<file path="config.mk">
export PLATFORM = sky130hd
export DESIGN_NAME = tksi_out_queue
export DESIGN_NICKNAME = d
export VERILOG_FILES = /design/src/hdl/tksi_pkg.sv /design/src/hdl/tksi_out_queue.sv
export SDC_FILE = /design/constraint.sdc
export NUM_CORES = 1
export LEC_CHECK = 0
export ABC_CLOCK_PERIOD_IN_PS = 4600
export BUFFER_PORTS_ARGS = -buffer_cell sky130_fd_sc_hd__buf_2
export CAP_MARGIN = 20
export CELL_PAD_IN_SITES_DETAIL_PLACEMENT = 1
export CELL_PAD_IN_SITES_GLOBAL_PLACEMENT = 1
export CORE_UTILIZATION = 40
export CTS_BUF_LIST = sky130_fd_sc_hd__clkbuf_16
export DETAILED_ROUTE_END_ITERATION = 6
export GPL_ROUTABILITY_DRIVEN = 0
export PLACE_DENSITY_LB_ADDON = 0.15
export SYNTH_ARGS = -nofsm -noshare
export SYNTH_HDL_FRONTEND = slang
export SYNTH_SLANG_ARGS = --single-unit
</file>
<file path="constraint.sdc">
create_clock -name clk -period 4.6 [get_ports clk]
set_input_delay 0.23 -clock clk [delete_from_list [all_inputs] [get_ports clk]]
set_output_delay 0.23 -clock clk [all_outputs]
set_load 0.01 [all_outputs]
</file>
<file path="src/hdl/tksi_pkg.sv">
`timescale 1ns / 1ps
// ----------------------------------------------------------------------------
// tksi_pkg - shared types and constants for the top-K insertion keeper
// Slot and link types used by the cell chain, the result word type and the
// default list depth.
// ----------------------------------------------------------------------------
package tksi_pkg;

    localparam int TKSI_SLOTS_DEFAULT = 128;
    localparam int SCORE_W            = 16;
    localparam int TAG_W              = 16;

    localparam logic [SCORE_W-1:0] SCORE_EMPTY = {SCORE_W{1'b1}};

    // one list entry
    typedef struct packed {
        logic               valid;
        logic [TAG_W-1:0]   tag;
        logic [SCORE_W-1:0] score;
    } slot_t;

    // what a cell shows its right-hand neighbor
    typedef struct packed {
        slot_t slot;
        logic  gt;      // stored score > offered score
    } link_t;

    // offer broadcast to every cell
    typedef struct packed {
        logic  load;    // insert this cycle
        slot_t item;
    } offer_t;

    // one result word
    typedef struct packed {
        logic               accepted;
        logic               released_valid;
        logic [TAG_W-1:0]   released_tag;
        logic [SCORE_W-1:0] best_score;
        logic [TAG_W-1:0]   best_tag;
        logic [SCORE_W-1:0] worst_score;
    } result_t;

endpackage

</file>
<file path="src/hdl/tksi_out_queue.sv">
`timescale 1ns / 1ps
// ----------------------------------------------------------------------------
// tksi_out_queue - two-entry output buffer
// Output register plus a skid entry, so a new word can be taken while the
// previous result waits on the master side.
// ----------------------------------------------------------------------------
module tksi_out_queue
    import tksi_pkg::*;
(
    input  logic    clk,
    input  logic    rst_n,
    input  logic    push,
    input  result_t push_data,
    output logic    push_ready,
    output logic    pop_valid,
    input  logic    pop_ready,
    output result_t pop_data
);

    result_t head_reg;
    result_t head_next;
    result_t skid_reg;
    result_t skid_next;
    logic    head_valid_reg;
    logic    head_valid_next;
    logic    skid_valid_reg;
    logic    skid_valid_next;
    logic    pop;

    assign pop        = head_valid_reg && pop_ready;
    assign push_ready = !skid_valid_reg;
    assign pop_valid  = head_valid_reg;
    assign pop_data   = head_reg;

    // queue update
    always_comb
    begin
        head_next       = head_reg;
        skid_next       = skid_reg;
        head_valid_next = head_valid_reg;
        skid_valid_next = skid_valid_reg;
        if (pop)
        begin
            if (skid_valid_reg)
            begin
                head_next       = skid_reg;
                skid_valid_next = 1'b0;
            end
            else if (push)
            begin
                head_next = push_data;
            end
            else
            begin
                head_valid_next = 1'b0;
            end
        end
        else if (push)
        begin
            if (!head_valid_reg)
            begin
                head_next       = push_data;
                head_valid_next = 1'b1;
            end
            else
            begin
                skid_next       = push_data;
                skid_valid_next = 1'b1;
            end
        end
    end

    always_ff @(posedge clk or negedge rst_n)
    begin
        if (!rst_n)
        begin
            head_valid_reg <= 1'b0;
            skid_valid_reg <= 1'b0;
        end
        else
        begin
            head_valid_reg <= head_valid_next;
            skid_valid_reg <= skid_valid_next;
        end
    end

    // payload, no reset
    always_ff @(posedge clk)
    begin
        head_reg <= head_next;
        skid_reg <= skid_next;
    end

endmodule

</file>
# Yosys cells after proc, flatten, opt, wreduce, memory -nomap -nowiden
# Index checks and enable logic that the tools add are counted.
totals:
  ff_bits: 134
  inputBits: 70
  out_inout_bits: 68
  word_cells: 39
classes:
  n_eq_ne: 3
  mux: 12
  bitwise_logic: 1
  n_reduce_logical: 9
op_table:
  columns: ["op", "n"]
  rows:
  - ["$mux 66", 5]
  - ["$reduce_and 3->1", 3]
  - ["$mux 1", 7]
  - ["$reduce_bool 2->1", 3]
  - ["$ne 2x2->1 const B", 2]
  - ["$ne 2x1->1 const B", 1]
  - ["$reduce_and 2->1", 1]
  - ["$logic_and 1x1->1", 1]
  - ["$logic_not 1->1", 1]
  - ["$not 1->1", 1]

# Logic depth before layout (Yosys ltp)
# Gate-level depths: netlist of run 1.
logic_depth:
  depth_word: 3
  mapped_depth: 4
  depth_no_buf: 2

# Worst setup path before layout of run 1
# OpenSTA, ideal clock, no wires.
synth_timing:
  path_type: "flip-flop to flip-flop"
  from: "register head_valid_reg (netlist: pop_valid)"
  to: "register head_reg, in the netlist pop_data[0] (enable)"
  setup_ps: 512
  arrival_time_ps: 3782
  t_required_ps: 4088
  path_slack_ps: 306
  path_stages_with_launch: 3
  path_buffers: 0
  synth_period_minus_slack_ps: 4294
  cell_sequence: "dfrtp_1 > a21oi_1 > a21oi_1"
synth_between:
  elab_chain_cells: 3
  elab_cells_between_ends: 4
  classes_between: "eq/ne (1); reduce/logical (3)"
synth_rtl:
  columns: ["item", "line_no", "text"]
  rows:
  - ["start: declaration", "tksi_out_queue.sv:24", "logic head_valid_reg;"]
  - ["start signal: assignment", "tksi_out_queue.sv:82", "head_valid_reg <= head_valid_next;"]
  - ["$logic_and 1x1->1", "tksi_out_queue.sv:30", "assign pop = head_valid_reg && pop_ready;"]
  - ["$ne 2x1->1 (no line) or $reduce_bool 2->1 (tied branches)", null, null]
  - ["$reduce_and 3->1 (no line) *", null, null]
  - ["end signal: assignment", "tksi_out_queue.sv:90", "head_reg <= head_next;"]
  - ["end: declaration", "tksi_out_queue.sv:20", "result_t head_reg;"]
# Mark *: on every way between the ends. The rest lies on a longest branch, timed or not.
# A chain may end at the register's enable or synchronous reset.

==> flow_metrics.env, run 1 <==
export IMPL_outcome="completed"
export IMPL_ys_top_cells_by_area="edfxtp_1 79%, mux2_4 12%, mux2_2 5.8%"
export IMPL_drc_errors=0
export IMPL_slew_limit_headroom_pct=37.25
export IMPL_synth_cells=217
export IMPL_critical_path_top_delay_family="simple AND/OR/NAND/NOR gates"
export IMPL_fp_dieArea_mm2=0.01302
export IMPL_cts_tree="built"
export IMPL_hold_path_class="in -> reg"
export IMPL_final_core_utilization_pct=57.49
export IMPL_setup_repair_bufs_after_cts=0
export IMPL_leakage_power_figure_nw=2.830
export IMPL_die_w_um=114.1
export IMPL_finalSetupViolCount=0
export IMPL_cts_sinks=134
export IMPL_p_per_area_mw_per_mm2=472.3
export IMPL_fillCellCount=1139
export IMPL_drt_iter0_drc=126
export IMPL_yosys_area_share_adder_pct=0
export IMPL_final_hold_viol_count=0
export IMPL_grt_pass1_vias=2982
export IMPL_initial_utilization_pct=41.50
export IMPL_critical_path_max_stage_delay_ns=0.72
export IMPL_floorplan_io_pins=138
export IMPL_power_switching_share_pct=20.10
export IMPL_maxCapViolations=0
export IMPL_avgViaCountPerCell=4.543
export IMPL_synthesis_area_mm2=0.005026
export IMPL_worst_ep_required_time_ns=4.76
export IMPL_routedWlPerCell_um=17.08
export IMPL_post_route_antenna_net_violation_count=0
export IMPL_synth_simple_area_share_pct=0.3485
export IMPL_worst_ep_arrival_time_ns=2.58
export IMPL_antenna_violations_before_repair=0
export IMPL_detailedPlacementHpwl_mm=5.849
export IMPL_fin_skew_ns=0.006555
export IMPL_fin_hold_ws_ns=0.02030
export IMPL_tightest_slew_ns=0.9413
export IMPL_setup_worst_path_start_class="register"
export IMPL_drv_slew=0
export IMPL_met1_usage_grt_pct=19.15
export IMPL_net_switching_power_w=0.0006610
export IMPL_globalRouteOverflowTotal=0
export IMPL_grt_busiest_layer="met2"
export IMPL_internal_power_w=0.002628
export IMPL_placement_io_buffers=137
export IMPL_seq_area_frac_synth_pct=79.86
export IMPL_clock_latency_at_the_later_pin_of_the_worst_skew_pair_ns=0.41
export IMPL_global_route_usage_met3_pct=5.823
export IMPL_synth_area_per_cell_um2=23.16
export IMPL_timing_final_ws_setup_ns=2.179
export IMPL_synthesized_area_fraction_occupied_by_ao_oa_aoi_and_oai_cells_pct=0.5477
export IMPL_yosysTopAreaCell="edfxtp_1"
export IMPL_die_height_um=114.1
export IMPL_core_area_mm2=0.01211
export IMPL_cts_htree_levels=4
export IMPL_worstPathMaxFanout=48
export IMPL_grt_pass1_wl_mm=15.50
export IMPL_yosys_register_bits=134
export IMPL_maximum_number_of_pins_on_one_net_before_global_route_repair=67
export IMPL_synth_xor_area_share_pct=0
export IMPL_power_total_w=0.003289
export IMPL_p_comb_share_pct=9.9
export IMPL_ys_warnings_count=0
export IMPL_antenna_cells_inserted=0
export IMPL_postSynthNetCount=287
export IMPL_dpl_worst_slack_ns=2.136
export IMPL_fin_nets=480
export IMPL_post_synth_num_cell_types=12
export IMPL_post_route_period_util_pct=52.63
export IMPL_grt_total_usage_pct=16.51
export IMPL_crit_path_cell_trace="nand3_4 > buf_4 > mux2_4"
export IMPL_totalWireLength_mm=10.10
export IMPL_core_rowCount=40
export IMPL_crit_path_end_kind="register"
export IMPL_worst_path_max_delay_cell="nand3_4"
export IMPL_rsz0062_at_grt="false"
export IMPL_clk_pin_slew_worst_paths_ns=0.05
export IMPL_p_seq_share_pct=45.3
export IMPL_layout_area_overhead_vs_synth_pct=38.54
export IMPL_worst_path_buf_inv=1
export IMPL_cts_root_buffer_cell="clkbuf_16"
export IMPL_share_of_post_route_cells_with_drive_strength_above_1_pct=55.32
export IMPL_fmax_mhz=413.1
export IMPL_power_clock_fraction_pct=44.8
export IMPL_max_vdd_ir_drop_mv=0.2410
export IMPL_finalCriticalPeriod_ns=2.421
export IMPL_synth_top_family_by_area="multiplexers"
export IMPL_inserted_clock_buffers=17
export IMPL_met2_usage_pct=27.43
export IMPL_synth_largest_type_area_fraction_pct=78.86
export IMPL_tns_ns=0
export IMPL_cts_max_path_buffers=2
export IMPL_detailroute_via_count=2685
export IMPL_worst_setup_path_type="reg -> reg"
export IMPL_number_of_optimization_iterations_in_the_first_detailed_route_pass=4
export IMPL_post_synth_mux_area_share_pct=17.77
layer usage:
layer | routed length [um] | up-vias
met3 | 682 | 12
met5 | 0 | -
met1 | 4326 | 1309
met2 | 4929 | 111
met4 | 159 | 0
li1 | - | 1253
through the flow:
step                cell area, um^2  cells
finish                         6963    591
global route                   6963    591
CTS                            6963    591
detailed placement             5899    517
global placement               5899    517
floorplan                      5026    217
cells in the final DEF (no fill, tap or decap), drive strengths merged:
master,instances
buf,139
edfxtp,132
mux2,66
dlygate4sd3,42
clkbuf,17
bufinv,6
clkinv,6
inv,5
a21oi,4
dfrtp,2
nand3,1
and3,1
nand2b,1
a21o,1
cells by family after synthesis:
logic type      Yosys count
buf+inv                   9
simple gates              3
flops                   134
compound gates            5
mux                      66
Yosys cell counts (all sizes together):
| cell | instances |
|---|---|
| dfrtp | 2 |
| and3 | 1 |
| buf | 7 |
| nand3 | 1 |
| mux2 | 66 |
| nand2b | 1 |
| a21o | 1 |
| edfxtp | 132 |
| inv | 2 |
| a21oi | 4 |
power by group through the flow:
stage               combinational, W  sequential [W]  clock, W
global placement            0.000295         0.00151         0
global route                0.000352         0.00150   0.00155
floorplan                   0.000141         0.00155         0
finish                      0.000325         0.00149   0.00147
CTS                         0.000331         0.00149   0.00150
detailed placement          0.000302         0.00151         0
path summary, 6_finish.rpt:
| kind | from | endpoint | slack [ns] | cells after the start |
|---|---|---|---|---|
| max | pop_valid | pop_data[61] | 2.18 | 3 |
| min | push_data[0] | skid_reg[0] | 0.02 | 1 |
| max reg2reg | pop_valid | pop_data[61] | 2.18 | 3 |
| min reg2reg | skid_reg[53] | pop_data[53] | 0.55 | 1 |
| max in group asynchronous | rst_n | pop_valid | 4.36 | 2 |
| min in group asynchronous | rst_n | skid_valid_reg | 0.13 | 2 |
timing repair:
action	CTS	global route
hold buffers	42	0
gates resized for setup	0	0
hold endpoints to repair	43	0
area by class of cell:
cell class              instances  area (um^2)  share of cell area [%]
clock buffers                  17        425.4                   6.110
clock inverters                15        217.7                   3.127
repair buffers                181         1121                   16.10
flip-flops and latches        134         4014                   57.65
well taps                     168        210.2                   3.019
inverters                       2        7.507                  0.1078
multi-input cells              74        967.2                   13.89
Note: power is estimated with default switching activity, not from simulation.
==> run 2, diff against run 1 <==
- ABC_CLOCK_PERIOD_IN_PS: 4600 -> 2100
- clock period: 4.6 -> 2.1 ns (I/O delays scaled with it)
==> flow_metrics.env, run 2 (synthesis results as in run 1) <==
export IMPL_outcome="completed"
export IMPL_core_rowCount=40
export IMPL_drv_slew=0
export IMPL_grt_pass1_wl_mm=15.68
export IMPL_leakage_power_figure_nw=2.956
export IMPL_worstPathMaxFanout=26
export IMPL_slew_limit_headroom_pct=71.26
export IMPL_post_route_period_util_pct=76.32
export IMPL_post_route_antenna_net_violation_count=0
export IMPL_cts_max_path_buffers=2
export IMPL_antenna_cells_inserted=0
export IMPL_routedWlPerCell_um=16.19
export IMPL_detailedPlacementHpwl_mm=6.318
export IMPL_cts_sinks=134
export IMPL_p_per_area_mw_per_mm2=948.6
export IMPL_critical_path_max_stage_delay_ns=0.47
export IMPL_worst_ep_required_time_ns=2.25
export IMPL_cts_tree="built"
export IMPL_final_hold_viol_count=0
export IMPL_grt_pass1_vias=3040
export IMPL_globalRouteOverflowTotal=0
export IMPL_tightest_slew_ns=0.4311
export IMPL_worst_ep_arrival_time_ns=1.76
export IMPL_detailroute_via_count=2816
export IMPL_drt_iter0_drc=97
export IMPL_maxCapViolations=0
export IMPL_initial_utilization_pct=41.50
export IMPL_clock_latency_at_the_later_pin_of_the_worst_skew_pair_ns=0.41
export IMPL_die_height_um=114.1
export IMPL_fp_dieArea_mm2=0.01302
export IMPL_setup_worst_path_start_class="register"
export IMPL_layout_area_overhead_vs_synth_pct=44.64
export IMPL_placement_io_buffers=137
export IMPL_finalSetupViolCount=0
export IMPL_finalCriticalPeriod_ns=1.603
export IMPL_final_common_cell="buf_2"
export IMPL_place_area_mm2=0.006008
export IMPL_inserted_clock_buffers=17
export IMPL_clk_pin_slew_worst_paths_ns=0.05
export IMPL_grt_total_usage_pct=16.46
export IMPL_worst_path_max_delay_cell="dfrtp_2"
export IMPL_fillCellCount=1137
export IMPL_worst_setup_path_type="reg -> reg"
export IMPL_number_of_optimization_iterations_in_the_first_detailed_route_pass=4
export IMPL_share_of_post_route_cells_with_drive_strength_above_1_pct=52.85
export IMPL_antenna_violations_before_repair=0
export IMPL_cts_resizes=0
export IMPL_max_vdd_ir_drop_mv=0.5999
export IMPL_finalInstanceArea_mm2=0.007269
export IMPL_fmax_mhz=623.9
export IMPL_fin_nets=513
export IMPL_cts_htree_levels=4
export IMPL_drc_errors=0
export IMPL_crit_path_cell_trace="nand3_4 > buf_12 > mux2_2"
export IMPL_crit_path_end_kind="register"
export IMPL_hold_path_class="in -> async"
export IMPL_avgViaCountPerCell=4.513
export IMPL_maximum_number_of_pins_on_one_net_before_global_route_repair=36
export IMPL_die_w_um=114.1
export IMPL_core_area_mm2=0.01211
export IMPL_floorplan_io_pins=138
export IMPL_tns_ns=0
export IMPL_totalWireLength_mm=10.10
export IMPL_fin_skew_ns=0.006221
export IMPL_rsz0062_at_grt="false"
export IMPL_cts_root_buffer_cell="clkbuf_16"
export IMPL_final_cell_mix="137 x buf_2, 132 x edfxtp_1, 69 x dlygate4sd3_1"
export IMPL_fin_hold_ws_ns=0.03153
-- run 2: changes by cell type in the layout (fill, tap and decap cells not counted) --
cell | before | now
clkinv_1 | 3 | 4
clkinv_2 | 3 | 5
dlygate4sd3_1 | 42 | 69
dfrtp_2 | 0 | 1
buf_12 | 0 | 5
buf_4 | 2 | 3
clkinvlp_4 | 0 | 1
bufinv_16 | 6 | 3
dfrtp_1 | 2 | 1
inv_1 | 5 | 4
-- run 2: cell type report --
cell class | instances | area [um^2] | share of cell area, %
Timing Repair Buffer | 214 | 1499 | 20.62
Tap cell | 168 | 210.2 | 2.892
Clock buffer | 17 | 425.4 | 5.852
Multi-Input combinational cell | 74 | 967.2 | 13.30
Clock inverter | 15 | 145.1 | 1.997
Sequential cell | 134 | 4015 | 55.23
Inverter | 2 | 7.507 | 0.1033
-- run 2: worst paths after layout --
path,from,end,slack (ns),cells after the start
min in group clk,push_data[4],skid_reg[4],0.41,2
worst max-delay path,pop_valid,pop_data[3],0.50,3
max in group asynchronous,rst_n,pop_valid,1.96,2
worst min register to register,skid_reg[65],pop_data[65],0.54,1
worst max register to register,pop_valid,pop_data[3],0.50,3
worst min-delay path,rst_n,skid_valid_reg,0.03,2
-- run 2: power by group --
| part | internal, W | switching [W] | leakage (nW) |
|---|---|---|---|
| clock | 0.00183 | 0.00103 | 0.289 |
| combinational | 0.000420 | 0.000366 | 1.40 |
| sequential | 0.00320 | 0.0000584 | 1.27 |
-- run 2: repair_timing --
item / CTS / global route
setup buffers: 0 / 0
hold endpoints to repair: 90 / 0
hold buffers: 69 / 0
-- run 2: stage by stage --
step / utilization (%) / power, W / worst slack (ns) / instances
after floorplan: - / 0.003695 / 0.01384 / 217
after global placement: 49.61 / 0.003984 / 0.5126 / 523
after detailed placement: 49.61 / 0.004009 / 0.4866 / 523
after CTS: 60.02 / 0.006980 / 0.4798 / 624
after global routing: 60.02 / 0.007122 / 0.4323 / 624
final: 60.02 / 0.006896 / 0.4972 / 624
-- run 2: per-layer routing --
metal / share of wire, % / vias up / global-route usage, %
met1: 43 / 1383 / 18.92
met5: 0 / - / 0
met2: 49 / 99 / 27.47
li1: - / 1321 / -
met3: 6.1 / 13 / 5.929
met4: 1.4 / 0 / 7.792
-- run 2: worst max-delay path, delay by kind of cell (launching register included) --
| kind | cells | cell delay (ns) |
|---|---|---|
| flip-flops | 1 | 0.47 |
| multiplexers | 1 | 0.35 |
| buffers and inverters | 1 | 0.26 |
| AND/OR/NAND/NOR | 1 | 0.25 |
