--- src/hdl/tksi_pkg.sv ---
`timescale 1ns / 1ps
// ----------------------------------------------------------------------------
// tksi_pkg - shared types and constants for the top-K insertion keeper
// Slot and link types used by the cell chain, the result word type and the
// default list depth.
// ----------------------------------------------------------------------------
package tksi_pkg;

    localparam int TKSI_SLOTS_DEFAULT = 128;
    localparam int SCORE_W            = 16;
    localparam int TAG_W              = 16;

    localparam logic [SCORE_W-1:0] SCORE_EMPTY = {SCORE_W{1'b1}};

    // one list entry
    typedef struct packed {
        logic               valid;
        logic [TAG_W-1:0]   tag;
        logic [SCORE_W-1:0] score;
    } slot_t;

    // what a cell shows its right-hand neighbor
    typedef struct packed {
        slot_t slot;
        logic  gt;      // stored score > offered score
    } link_t;

    // offer broadcast to every cell
    typedef struct packed {
        logic  load;    // insert this cycle
        slot_t item;
    } offer_t;

    // one result word
    typedef struct packed {
        logic               accepted;
        logic               released_valid;
        logic [TAG_W-1:0]   released_tag;
        logic [SCORE_W-1:0] best_score;
        logic [TAG_W-1:0]   best_tag;
        logic [SCORE_W-1:0] worst_score;
    } result_t;

endpackage

--- src/hdl/tksi_cell.sv ---
`timescale 1ns / 1ps
// ----------------------------------------------------------------------------
// tksi_cell - one slot of the sorted insertion chain
// Holds one entry. On an insert it either keeps its entry, takes the
// offered entry, or takes its left neighbor's entry (shift toward the tail).
// ----------------------------------------------------------------------------
module tksi_cell
    import tksi_pkg::*;
(
    input  logic   clk,
    input  logic   rst_n,
    input  offer_t offer,
    input  link_t  prev,      // left neighbor, gt tied low for the head cell
    output link_t  link,      // this cell's entry and compare flag
    output slot_t  slot_next  // entry after this cycle
);

    slot_t slot_reg;

    // compare against the broadcast score
    assign link.slot = slot_reg;
    assign link.gt   = (slot_reg.score > offer.item.score);

    // neighbor larger too: entry moves in from the left; else, if this entry is larger, the offer lands here
    always_comb
    begin
        slot_next = slot_reg;
        if (offer.load)
        begin
            if (prev.gt)
                slot_next = prev.slot;
            else if (link.gt)
                slot_next = offer.item;
        end
    end

    always_ff @(posedge clk or negedge rst_n)
    begin
        if (!rst_n)
        begin
            slot_reg.valid <= 1'b0;
            slot_reg.tag   <= '0;
            slot_reg.score <= SCORE_EMPTY;
        end
        else
        begin
            slot_reg <= slot_next;
        end
    end

endmodule

--- config.mk ---
export PLATFORM = sky130hd
export DESIGN_NAME = tksi_cell
export DESIGN_NICKNAME = d
export VERILOG_FILES = /design/src/hdl/tksi_pkg.sv /design/src/hdl/tksi_cell.sv
export SDC_FILE = /design/constraint.sdc
export NUM_CORES = 1
export LEC_CHECK = 0
export ABC_CLOCK_PERIOD_IN_PS = 2150
export BUFFER_PORTS_ARGS = -buffer_cell sky130_fd_sc_hd__buf_2
export CAP_MARGIN = 20
export CORE_UTILIZATION = 35
export CTS_CLUSTER_SIZE = 16
export DETAILED_ROUTE_END_ITERATION = 12
export PLACE_DENSITY = 0.68
export SLEW_MARGIN = 10
export SYNTH_ARGS = -nofsm -noshare
export SYNTH_HDL_FRONTEND = slang
export SYNTH_SLANG_ARGS = --single-unit
--- constraint.sdc ---
create_clock -name clk -period 2.15 [get_ports clk]
set_clock_uncertainty 0.1 [all_clocks]
set_input_delay 0.1075 -clock clk [delete_from_list [all_inputs] [get_ports clk]]
set_output_delay 0.1075 -clock clk [all_outputs]
set_load 0.05 [all_outputs]
==> Yosys cells after proc, flatten, opt, wreduce, memory -nomap -nowiden <==
Cells that the tools add are included.
{ "classes": {"n_eq_ne": 0, "n_div": 0, "multipliers": 0, "n_addsub": 0, "bitwise": 0, "muxes": 3, "n_reduce_logical": 0, "order_cmp": 1, "shift": 0} }
{ "op_table": {"columns": ["operator", "n"], "rows": [
  ["33-bit 2-to-1 mux", 3],
  ["16-bit greater-than comparator", 1]
]} }
{ "word_totals": {"input_bits": 70, "output_inout_bits": 67, "elab_cells": 7, "romBits": 0, "mem_count": 0, "ff_bits": 33, "mem_bits_rw": 0, "latchBits": 0} }

==> Depth between registers and ports, before layout <==
Gate-level depths: netlist of the first run.
{ "depth": {"word_depth": 4, "mapped_depth": 9, "ltp_nobuf": 8} }

==> Worst setup path after synthesis of the first run <==
No wires, ideal clock.
{ "synth_timing": {"path_kind": "register to register", "from": "register slot_reg (netlist bit link[11])", "to": "register slot_reg (netlist bit link[32])", "setup_slack_ns": -2.256, "period_less_slack_ns": 4.406, "path_buffers": 0, "t_arrival_ns": 3.986, "path_stages_with_launch": 8, "setup_time_ns": 0.321, "required_time_ns": 1.729, "path_cell_list": "dfstp_2 -> ha_1 -> a21oi_1 -> nand2_1 -> a221oi_2 -> o221a_2 -> nor2_1 -> o311ai_0"} }
{ "synth_rtl": {"columns": ["element", "line_no", "source"], "rows": [
  ["start: declaration", "tksi_cell.sv:18", "slot_t slot_reg;"],
  ["start signal: assignment", "tksi_cell.sv:47", "slot_reg <= slot_next;"]
]} }

==> key figures, run 1 <==
Route
  • Total number of vias: 3209
  • Vias per Instance: 5.28
  • Final WL: 9810 microns
  • Routed WL per cell: 16.1 microns
  • DRT Pass-1 Iters: 4
  • Post-DRT Antenna Nets: 0
  • # DRC: 0
  • DR iter-0 viols: 146

Job
  • Maxcap violations: 0

Global routing
  • First-pass GRT wire length: 15500 microns
  • Met2 GRT Util: 45.9%
  • GR Layer Usage met3: 3.43%
  • Initial antenna violation count: 0
  • Vias in the first global route: 3127
  • Busiest grt layer: met2
  • Total grt overflow: 0
  • GRT met1 Usage: 35.8%
  • Largest net degree at the start of global routing: 35
  • GRT Overall Usage: 26.5%

Final layout
  • Share of cells above drive strength 1: 60.5%
  • Net count of the finished layout: 597
  • Final Cell Area: 5180 sq um
  • Area Growth Syn to Fin: 107%
  • Ant diodes: 0
  • Max reg flops: 33

Worst setup path
  • Arrival @ worst endpoint: 2590 ps
  • Crit path max fanout: 6
  • Critical path required time: 1940 ps
  • Worst Setup Start Kind: register
  • CP max-delay cell: dfstp_4
  • Crit Path Class: register to primary output
  • Critical-path cell list: ha_4 -> nand4_1 -> inv_1 -> a221oi_2 -> buf_4 -> o221a_4 -> nor2_4 -> a311o_2 -> buf_8
  • Element type at the critical path end: primary output
  • Max stage delay on crit path: 640 ps

Logic synthesis
  • Synth area leader: dfrtp_1
  • Synth Register Bits: 33
  • Synth Instances: 316
  • Register area share after synthesis: 33.8%
  • Synthesized area: 2500 sq um
  • Post-synth EDFFs: 0
  • Top cells by count, synth: nor2b_1 (63), a21oi_1 (38), nand4_1 (35)
  • Main combinational cell family by area after synthesis: simple AND/OR/NAND/NOR gates
  • Area contributors post-synth: dfrtp_1 (17%), dfstp_2 (17%), nor2b_1 (16%)
  • Synth warn: 0
  • Complex-gate fraction of the synthesized area: 17.6%
  • Synth Area in Adders: 8.00%
  • Most common cell in the netlist: nor2b_1
  • Simple-gate area share of the yosys netlist: 33.6%
  • Synth Area in XOR/XNOR: 0%
  • Multiplexer share of the synthesized area: 0%
  • Distinct cells, synth: 29
  • Post-synth ARST share: 100%
  • Area share of the largest cell type after synthesis: 17.0%
  • Top FF cell, synth: dfrtp_1
  • Avg Cell Area, Syn: 7.92 sq um
  • Mapped Nets: 402

Timing
  • Final setup fails: 67
  • Minimum clock period: 2800 ps
  • Slew @ Worst Pin: 812 ps
  • Max_slew headroom: 45.9%
  • Setup TNS: -26750 ps
  • Fin crit share: 130%
  • RSZ-0062 raised after global routing: true
  • Final worst slack: -650 ps
  • Max Transition Viols Final: 0
  • Final hold viol count: 0
  • FMAX: 357 MHz

Clock network
  • CTS root buffer: clkbuf_8
  • CTS tree: yes
  • Clk buf depth: 2
  • H-tree Lvls: 2
  • CTS Buf Count: 5
  • Worst-path clk slew: 80 ps
  • Clock Latency Late Sink: 280 ps
  • CTS sink count: 33

Die
  • Die width: 86.6 microns
  • Die footprint: 7490 sq um
  • # IOs: 137
  • # rows: 30
  • Die Y: 86.6 microns
  • Core area: 6830 sq um
  • Starting density of the core: 36.6%

Power and ir drop
  • Switching pwr: 3.92 mW
  • Lkg Pwr: 2.31 nW
  • Total power: 7.38 mW
  • Cell Pwr Density: 1420 nW/um^2
  • Sequential fraction of design power: 15.8%
  • Clock group share of total power: 6.7%
  • Cell internal pwr: 3.46 mW
  • Logic gate share of total power: 77.4%
  • Maximum vdd drop: 0.000936 V
  • Switching Share: 53.1%

Place
  • Detailed placer's ending HPWL: 6510 microns
  • Pre-CTS setup slack: -489 ps
  • Port bufs: 136
  • Placed instance area: 4290 sq um
  • Gpl congestion: 0.813

Outcome
  • Status: complete, but fails checks
  • Violated checks: negative setup slack

Min path
  • Class of the worst hold path: input port to register
==> per-stage QoR <==
step / std cells / utilization, % / hold WS [ps]
6_report: 608 / 75.9 / 11.0
3_5_place_dp: 578 / 62.8 / 140
2_1_floorplan: 316 / - / -288
4_1_cts: 604 / 73.7 / 0.188
3_3_place_gp: 578 / 62.8 / 136
5_1_grt: 608 / 75.9 / 2.49
==> path summary, 6_finish.rpt <==
check | from | endpoint | slack, ps | cells after the start
max | link[11]$_DFF_PN1_ | slot_next[0] | -650 | 9
min | prev[29] | link[29]$_DFF_PN0_ | 10 | 3
max reg2reg | link[8]$_DFF_PN1_ | link[3]$_DFF_PN1_ | -330 | 9
min reg2reg | link[33]$_DFF_PN0_ | link[33]$_DFF_PN0_ | 560 | 3
max in group asynchronous | rst_n | link[20]$_DFF_PN0_ | 1080 | 2
min in group asynchronous | rst_n | link[25]$_DFF_PN0_ | 360 | 2
==> critical path: cells and delay by family (launching register included) <==
family,cells,cell delay [ps]
AOI/OAI and AO/OA,3,850
adders and majority gates,1,210
buffers and inverters,3,400
DFF,1,640
and+or+nand+nor,2,230
==> cells in the final DEF, fill, tap and decap left out, types with 4 or more instances in the layout <==
| cell | instances |
|---|---|
| buf_2 | 102 |
| nor2b_1 | 62 |
| buf_4 | 44 |
| buf_6 | 40 |
| a21oi_1 | 36 |
| nand4_1 | 35 |
| nand3_4 | 27 |
| o21ai_4 | 26 |
| inv_1 | 19 |
| dfrtp_1 | 17 |
| dlygate4sd3_1 | 13 |
| buf_8 | 13 |
| dfstp_2 | 12 |
| ha_4 | 9 |
| ha_1 | 7 |
| o21ai_2 | 6 |
| clkbuf_8 | 6 |
| nand2_1 | 5 |
| nand3_2 | 4 |
| dfstp_4 | 4 |
==> cell families after synthesis <==
family | Yosys count
AO/OA/AOI/OAI | 79
adder cells (fa/ha/maj) | 16
buffers and inverters | 46
flip-flops | 33
AND/OR/NAND/NOR | 142
==> power by group through the flow <==
stage / clock network [mW] / registers [mW] / logic, mW
2_1_floorplan: 0 / 2.06 / 2.51
3_3_place_gp: 0 / 1.16 / 4.65
3_5_place_dp: 0 / 1.17 / 4.69
4_1_cts: 0.515 / 1.16 / 5.47
5_1_grt: 0.542 / 1.20 / 5.99
6_report: 0.497 / 1.17 / 5.71
==> metal layers <==
metal / part of all wire, % / vias up / routed length (microns)
met1: 44 / 1575 / 4340
met2: 51 / 99 / 5050
met5: 0 / - / 0
met3: 3.7 / 6 / 363
met4: 0.51 / 0 / 50
li1: - / 1529 / -
==> final cells by class <==
type                       count  area (sq um)
clock buffer                   8          90.1
fill                         489          1650
inverter                      19          71.3
multi-input combinational    237          2370
sequential                    33           861
tap                           96           120
timing repair buffer         215          1680
==> repair_timing <==
action | 4_1_cts | 5_1_grt
gates cloned | 0 | 0
gates resized for setup | 120 | 30
hold endpoints to repair | 29 | 0
hold buffers | 13 | 0
pin swaps | 16 | 5
setup buffers | 5 | 5
endpoints found under the setup margin | 67 | 67
Note: power is estimated with default switching activity, not from simulation.
==> inputs of run 2 (changes only) <==
- PLACE_DENSITY: 0.68 -> 0.65
==> run 2 against run 1 <==
Effect of this change:
- the run still ends with negative setup slack left
- first-iteration DRC count shrank 6.2%
- clock power shrank 2%
- die area is the same
- cell count grew 1.8%
- power grew 3.5%
- combinational power grew 4.7%
- largest cell class unchanged
- design area grew 3.4%
- register-to-register slack lost 160 ps
- count of clock-buffer cells in the layout shrank 2
- sequential power is essentially flat
==> key figures, run 2 (synthesis gave the netlist of run 1 again) <==
Outcome
  • Status: complete, but fails checks (unchanged)
  • Violated checks: negative setup slack (unchanged)

Route
  • Met2 routed WL: 5400 microns (was 5050 microns)
  • Vias per Instance: 5.34 (was 5.28)
  • Routed WL per cell: 17.1 microns (was 16.1 microns)
  • DR iter-0 viols: 137 (was 146)
  • DRT Pass-1 Iters: 4 (unchanged)
  • Post-DRT Antenna Nets: 0 (unchanged)
  • Final WL: 10600 microns (was 9810 microns)
  • WL met1: 4490 microns (was 4340 microns)
  • Met3 Routed Length: 538 microns (was 363 microns)
  • Top sig layer: met4 (unchanged)
  • # DRC: 0 (unchanged)
  • Total number of vias: 3303 (was 3209)

Final layout
  • Ant diodes: 0 (unchanged)
  • Commonest non-fill, non-tap cells in the layout: buf_2 (102), nor2b_1 (62), buf_6 (51) (was buf_2 (102), nor2b_1 (62), buf_4 (44))
  • Final Non-Filler Cells: 619 (was 608)
  • Area Growth Syn to Fin: 114% (was 107%)
  • Most common cell after layout, fill and taps aside: buf_2 (unchanged)
  • Net count of the finished layout: 608 (was 597)
  • Max reg flops: 33 (unchanged)
  • Share of cells above drive strength 1: 61.0% (was 60.5%)
  • Final core utilization: 78.5% (was 75.9%)

Min path
  • Hold path depth: 3 (unchanged)
  • Class of the worst hold path: input port to register (unchanged)
  • HP Start: prev[13] (was prev[29])
  • Endpoint of the worst hold path: link[13]$_DFF_PN1_ (was link[29]$_DFF_PN0_)

Clock network
  • CTS root buffer: clkbuf_8 (unchanged)
  • CTS Buf Count: 5 (unchanged)
  • CTS sink count: 33 (unchanged)
  • CTS tree: yes (unchanged)
  • H-tree Lvls: 2 (unchanged)
  • Clk buf depth: 2 (unchanged)
  • Clock Latency Late Sink: 290 ps (was 280 ps)
  • Worst-path clk slew: 80 ps (about the same)

Worst setup path
  • Reg-to-reg startpoint: link[15]$_DFF_PN1_ (was link[8]$_DFF_PN1_)
  • Crit path max fanout: 5 (was 6)
  • Crit Path Class: register to primary output (unchanged)
  • Arrival @ worst endpoint: 2580 ps (was 2590 ps)
  • R2r setup slk: -490 ps (was -330 ps)
  • Path depth of the worst reg2reg path: 10 (was 9)
  • Max stage delay on crit path: 570 ps (was 640 ps)
  • Top Family by Delay on Critical Path: compound AO/OA/AOI/OAI gates (unchanged)
  • Critical path required time: 1940 ps (about the same)
  • Worst Setup Start Kind: register (unchanged)
  • CP max-delay cell: dfstp_2 (was dfstp_4)
  • Worst path bufs/invs: 2 (was 3)
  • Worst r2r dst: link[1]$_DFF_PN1_ (was link[3]$_DFF_PN1_)
  • Critical-path cell list: ha_4 -> nand4_4 -> or3_4 -> o221ai_4 -> buf_6 -> a211oi_2 -> a311o_2 -> buf_8 (was ha_4 -> nand4_1 -> inv_1 -> a221oi_2 -> buf_4 -> o221a_4 -> nor2_4 -> a311o_2 -> buf_8)
  • Element type at the critical path end: primary output (unchanged)

Timing
  • FMAX: 359 MHz (was 357 MHz)
  • Final setup fails: 67 (unchanged)
  • Max Transition Viols Final: 0 (unchanged)
  • Max_slew headroom: 44.2% (was 45.9%)
  • Slew @ Worst Pin: 837 ps (was 812 ps)
  • Setup TNS: -26110 ps (was -26750 ps)
  • Fin crit share: 130% (about the same)
  • Final worst slack: -638 ps (was -650 ps)
  • RSZ-0062 raised after global routing: true (unchanged)
  • Minimum clock period: 2790 ps (was 2800 ps)
  • Final hold viol count: 0 (unchanged)

Global routing
  • GRT Overall Usage: 27.9% (was 26.5%)
  • Largest net degree at the start of global routing: 34 (was 35)
  • Initial antenna violation count: 0 (unchanged)
  • Total grt overflow: 0 (unchanged)
  • Vias in the first global route: 3342 (was 3127)
  • First-pass GRT wire length: 16400 microns (was 15500 microns)

Power and ir drop
  • Sequential fraction of design power: 15.3% (was 15.8%)
  • Logic gate share of total power: 78.3% (was 77.4%)
  • Total power: 7.64 mW (was 7.38 mW)
  • Maximum vdd drop: 0.000788 V (was 0.000936 V)
  • Clock group share of total power: 6.4% (was 6.7%)
  • Switching pwr: 4.02 mW (was 3.92 mW)
  • Lkg Pwr: 2.39 nW (was 2.31 nW)
  • Cell Pwr Density: 1420 nW/um^2 (about the same)
  • Switching Share: 52.7% (was 53.1%)
  • Cell internal pwr: 3.61 mW (was 3.46 mW)

Place
  • Gpl congestion: 0.773 (was 0.813)
  • Port bufs: 136 (unchanged)
  • Pre-CTS setup slack: -449 ps (was -489 ps)
  • Detailed placer's ending HPWL: 6910 microns (was 6510 microns)
  • Placed instance count: 584 (was 578)

Job
  • Maxcap violations: 0 (unchanged)

Die
  • # IOs: 137 (unchanged)
  • Starting density of the core: 36.6% (unchanged)
  • # rows: 30 (unchanged)
  • Core area: 6830 sq um (unchanged)
  • Die Y: 86.6 microns (unchanged)
  • Die width: 86.6 microns (unchanged)
  • Die footprint: 7490 sq um (unchanged)
==> run 2: area by class of cell <==
type / count / area [sq um]
well taps: 96 / 120
clock buffers: 6 / 72.6
inverters: 19 / 71.3
flip-flops and latches: 33 / 861
fillers: 486 / 1470
multi-input cells: 237 / 2360
repair buffers: 226 / 1860
clock inverters: 2 / 10.0
==> run 2: what timing repair did <==
| action | CTS | global route |
|---|---|---|
| hold buffers | 15 | 0 |
| resized for setup | 153 | 21 |
| setup endpoints to repair | 67 | 67 |
| pin swaps | 35 | 18 |
| hold endpoints to repair | 29 | 0 |
| setup buffers | 6 | 12 |
==> run 2: worst max path at each step <==
stage,from,endpoint,slack (ps),cells after the start
2_1_floorplan,link[12]$_DFF_PN1_,link[32]$_DFF_PN0_,-560,7
3_3_place_gp,link[12]$_DFF_PN1_,slot_next[0],-420,8
3_5_place_dp,link[8]$_DFF_PN1_,slot_next[0],-450,9
4_1_cts,link[11]$_DFF_PN1_,slot_next[0],-650,8
5_1_grt,link[11]$_DFF_PN1_,slot_next[0],-710,8
6_report,link[15]$_DFF_PN1_,slot_next[0],-640,8
==> run 2: per-stage QoR <==
| step | cell area (sq um) | hold WS (ps) |
|---|---|---|
| 2_1_floorplan | 3130 | -288 |
| 3_3_place_gp | 4350 | 151 |
| 3_5_place_dp | 4350 | 151 |
| 4_1_cts | 5230 | 2.58 |
| 5_1_grt | 5360 | 14.5 |
| 6_report | 5360 | 8.89 |
==> run 2: power by group through the flow <==
stage                     Clock (mW)  Sequential (mW)  Combinational [mW]
after global placement             0             1.15                4.73
after CTS                      0.498             1.16                5.76
final                          0.488             1.17                5.98
after global routing           0.511             1.20                6.26
after detailed placement           0             1.17                4.78
after floorplan                    0             2.06                2.51
==> run 2: worst register-to-register path: stages (launching register included) <==
cell and delay [ps]:
dfstp_2 570, ha_4 160, nand4_4 150, or3_4 440, o221ai_4 220, buf_6 170
a211oi_2 70, a311o_2 350, buf_4 150, buf_6 100, buf_6 100
==> run 2: per-layer routing <==
metal,track usage (%),vias up
met5,0,-
met4,7.73,0
met3,4.00,14
met2,49.9,124
met1,35.1,1618
li1,-,1547
==> inputs of run 3 (changes only) <==
--- a/config.mk
+++ b/config.mk
@@ -10,2 +10,3 @@
 export CAP_MARGIN = 20
+export CORE_MARGIN = 2
 export CORE_UTILIZATION = 35
==> constraint.sdc (replaced) <==
create_clock -name clk -period 2.15 [get_ports clk]
set_clock_uncertainty 0.1 [all_clocks]
set_input_delay 0.215 -clock clk [delete_from_list [all_inputs] [get_ports clk]]
set_output_delay 0.215 -clock clk [all_outputs]
set_load 0.05 [all_outputs]
==> run 3 against run 2 <==
Effect of this change:
- the run still ends with negative setup slack left
- die area is 4.7% higher
- power increased by 1.4%
- setup slack worse by 140 ps
- sequential cell count unchanged
- cell count fell by 2.6%
- critical endpoint unchanged
- clock power up 39%
- sequential power hardly changed
- register-to-register slack gained 30 ps
- sequential share of layout area is 0.75 points higher
- maximum frequency decreased by 4.7%
- count of clock-buffer cells in the layout unchanged
==> key figures, run 3 (synthesis gave the netlist of run 1 again) <==
Die
  • Core area: 6870 sq um (was 6830 sq um)
  • Die footprint: 7840 sq um (was 7490 sq um)
  • # IOs: 137 (unchanged)
  • # rows: 30 (unchanged)
  • Die width: 88.6 microns (was 86.6 microns)
  • Starting density of the core: 36.4% (was 36.6%)
  • Die Y: 88.6 microns (was 86.6 microns)

Worst setup path
  • R2r setup slk: -460 ps (was -490 ps)
  • Reg-to-reg startpoint: link[8]$_DFF_PN1_ (was link[15]$_DFF_PN1_)
  • Arrival @ worst endpoint: 2610 ps (was 2580 ps)
  • Element type at the critical path end: primary output (unchanged)
  • Crit Path Class: register to primary output (unchanged)
  • Max stage delay on crit path: 640 ps (was 570 ps)
  • Critical-path cell list: ha_4 -> nand4_4 -> or3_4 -> o221ai_4 -> buf_12 -> a211oi_2 -> a311o_2 -> buf_8 (was ha_4 -> nand4_4 -> or3_4 -> o221ai_4 -> buf_6 -> a211oi_2 -> a311o_2 -> buf_8)
  • Worst r2r dst: link[33]$_DFF_PN0_ (was link[1]$_DFF_PN1_)
  • Worst Setup Start Kind: register (unchanged)
  • Critical path required time: 1840 ps (was 1940 ps)
  • Top Family by Delay on Critical Path: compound AO/OA/AOI/OAI gates (unchanged)
  • Worst path bufs/invs: 2 (unchanged)
  • Cell depth of the worst setup path: 8 (unchanged)
  • Crit path max fanout: 4 (was 5)
  • CP max-delay cell: dfstp_4 (was dfstp_2)
  • Path depth of the worst reg2reg path: 13 (was 10)
  • Crit path to: slot_next[0] (unchanged)
  • Worst setup path start: link[16]$_DFF_PN1_ (was link[15]$_DFF_PN1_)

Final layout
  • Final core utilization: 75.5% (was 78.5%)
  • Area Growth Syn to Fin: 107% (was 114%)
  • Share of cells above drive strength 1: 62.5% (was 61.0%)
  • Fill cells: 504 (was 486)
  • Commonest non-fill, non-tap cells in the layout: buf_2 (102), nor2b_1 (62), buf_4 (46) (was buf_2 (102), nor2b_1 (62), buf_6 (51))
  • Most common cell after layout, fill and taps aside: buf_2 (unchanged)
  • Max reg flops: 33 (unchanged)
  • Net count of the finished layout: 592 (was 608)
  • Ant diodes: 0 (unchanged)

Place
  • Port bufs: 136 (unchanged)
  • Pre-CTS setup slack: -539 ps (was -449 ps)
  • Detailed placer's ending HPWL: 7000 microns (was 6910 microns)
  • Gpl congestion: 0.806 (was 0.773)

Timing
  • Minimum clock period: 2930 ps (was 2790 ps)
  • FMAX: 342 MHz (was 359 MHz)
  • Slew @ Worst Pin: 872 ps (was 837 ps)
  • Max Transition Viols Final: 0 (unchanged)
  • Final hold viol count: 0 (unchanged)
  • Final setup fails: 67 (unchanged)
  • Fin crit share: 136% (was 130%)
  • Hold WS: 83.0 ps (was 8.89 ps)
  • RSZ-0062 raised after global routing: true (unchanged)
  • Final worst slack: -775 ps (was -638 ps)
  • Max_slew headroom: 41.9% (was 44.2%)

Min path
  • Class of the worst hold path: input port to register (unchanged)
  • Hold path depth: 3 (unchanged)

Outcome
  • Violated checks: negative setup slack (unchanged)
  • Status: complete, but fails checks (unchanged)

Global routing
  • Met2 GRT Util: 46.3% (was 49.9%)
  • GRT met1 Usage: 32.7% (was 35.1%)
  • Vias in the first global route: 3317 (was 3342)
  • GRT Overall Usage: 26.3% (was 27.9%)
  • Initial antenna violation count: 0 (unchanged)
  • Total grt overflow: 0 (unchanged)
  • Largest net degree at the start of global routing: 34 (unchanged)
  • GR Layer Usage met3: 5.32% (was 4.00%)
  • Busiest grt layer: met2 (unchanged)
  • First-pass GRT wire length: 16000 microns (was 16400 microns)

Clock network
  • Worst-path clk slew: 80 ps (about the same)
  • Clock Latency Late Sink: 290 ps (about the same)
  • CTS Buf Count: 5 (unchanged)
  • CTS root buffer: clkbuf_8 (unchanged)
  • CTS sink count: 33 (unchanged)
  • Clk buf depth: 2 (unchanged)
  • CTS tree: yes (unchanged)
  • H-tree Lvls: 2 (unchanged)

Route
  • # DRC: 0 (unchanged)
  • Total number of vias: 3184 (was 3303)
  • Vias per Instance: 5.28 (was 5.34)
  • DRT Pass-1 Iters: 5 (was 4)
  • DR iter-0 viols: 107 (was 137)
  • Post-DRT Antenna Nets: 0 (unchanged)
  • Routed WL per cell: 16.8 microns (was 17.1 microns)
  • Final WL: 10100 microns (was 10600 microns)

Power and ir drop
  • Lkg Pwr: 2.34 nW (was 2.39 nW)
  • Maximum vdd drop: 0.00107 V (was 0.000788 V)
  • Cell Pwr Density: 1490 nW/um^2 (was 1420 nW/um^2)

Job
  • Maxcap violations: 0 (unchanged)
## run 3: cell types whose count changed in the layout (fill, tap and decap cells not counted), sizes merged
cell,change
buf,-2
clkinv,-1
dlygate4sd3,-14
bufinv,+1
## run 3: how the worst min path moves through the flow
stage / startpoint / endpoint / slack [ps]
after floorplan: rst_n / link[17]$_DFF_PN0_ / -180
after global placement: rst_n / link[32]$_DFF_PN0_ / 260
after detailed placement: rst_n / link[17]$_DFF_PN0_ / 270
after CTS: prev[32] / link[32]$_DFF_PN0_ / 80
after global routing: prev[32] / link[32]$_DFF_PN0_ / 90
final: prev[32] / link[32]$_DFF_PN0_ / 80
## run 3: what timing repair did
item                                    CTS  global route
hold buffers                              1             0
buffers inserted                          9             7
endpoints found under the setup margin   67            67
resized for setup                       122            16
hold endpoints to repair                 17             0
pin swaps                                46            13
cloned                                    1             0
## run 3: per-stage QoR
step           total power [mW]  cells  TNS, ps  area, sq um
6_report                   7.74    603   -31590         5190
5_1_grt                    8.14    603   -38210         5190
4_1_cts                    7.65    599   -30780         5120
3_5_place_dp               6.03    582   -25180         4400
3_3_place_gp               5.99    582   -24480         4400
2_1_floorplan              4.65    316   -26700         3190
## run 3: where the power goes
group | total [mW] | leakage (nW) | switching, mW | internal (mW)
sequential | 1.18 | 0.375 | 0.196 | 0.987
clock | 0.680 | 0.0663 | 0.266 | 0.415
combinational | 5.88 | 1.90 | 3.51 | 2.37
## run 3: metal layers
metal	vias to the layer above	routed length [microns]
met5	-	0
met4	0	93
met3	10	554
met2	117	5270
met1	1540	4210
li1	1517	-
## run 3: tightest hold or removal path, cell delays in order
cell and delay [ps]:
buf_2 70, a2bb2oi_1 80, o311ai_4 70
## run 3: cell type report
cell class	count	area (sq um)	area share, %
multi-input combinational	237	2330	44.9
timing repair buffer	210	1670	32.2
sequential	33	872	16.8
tap	96	120	2.32
clock buffer	6	93.8	1.81
inverter	19	71.3	1.37
clock inverter	2	35.0	0.675
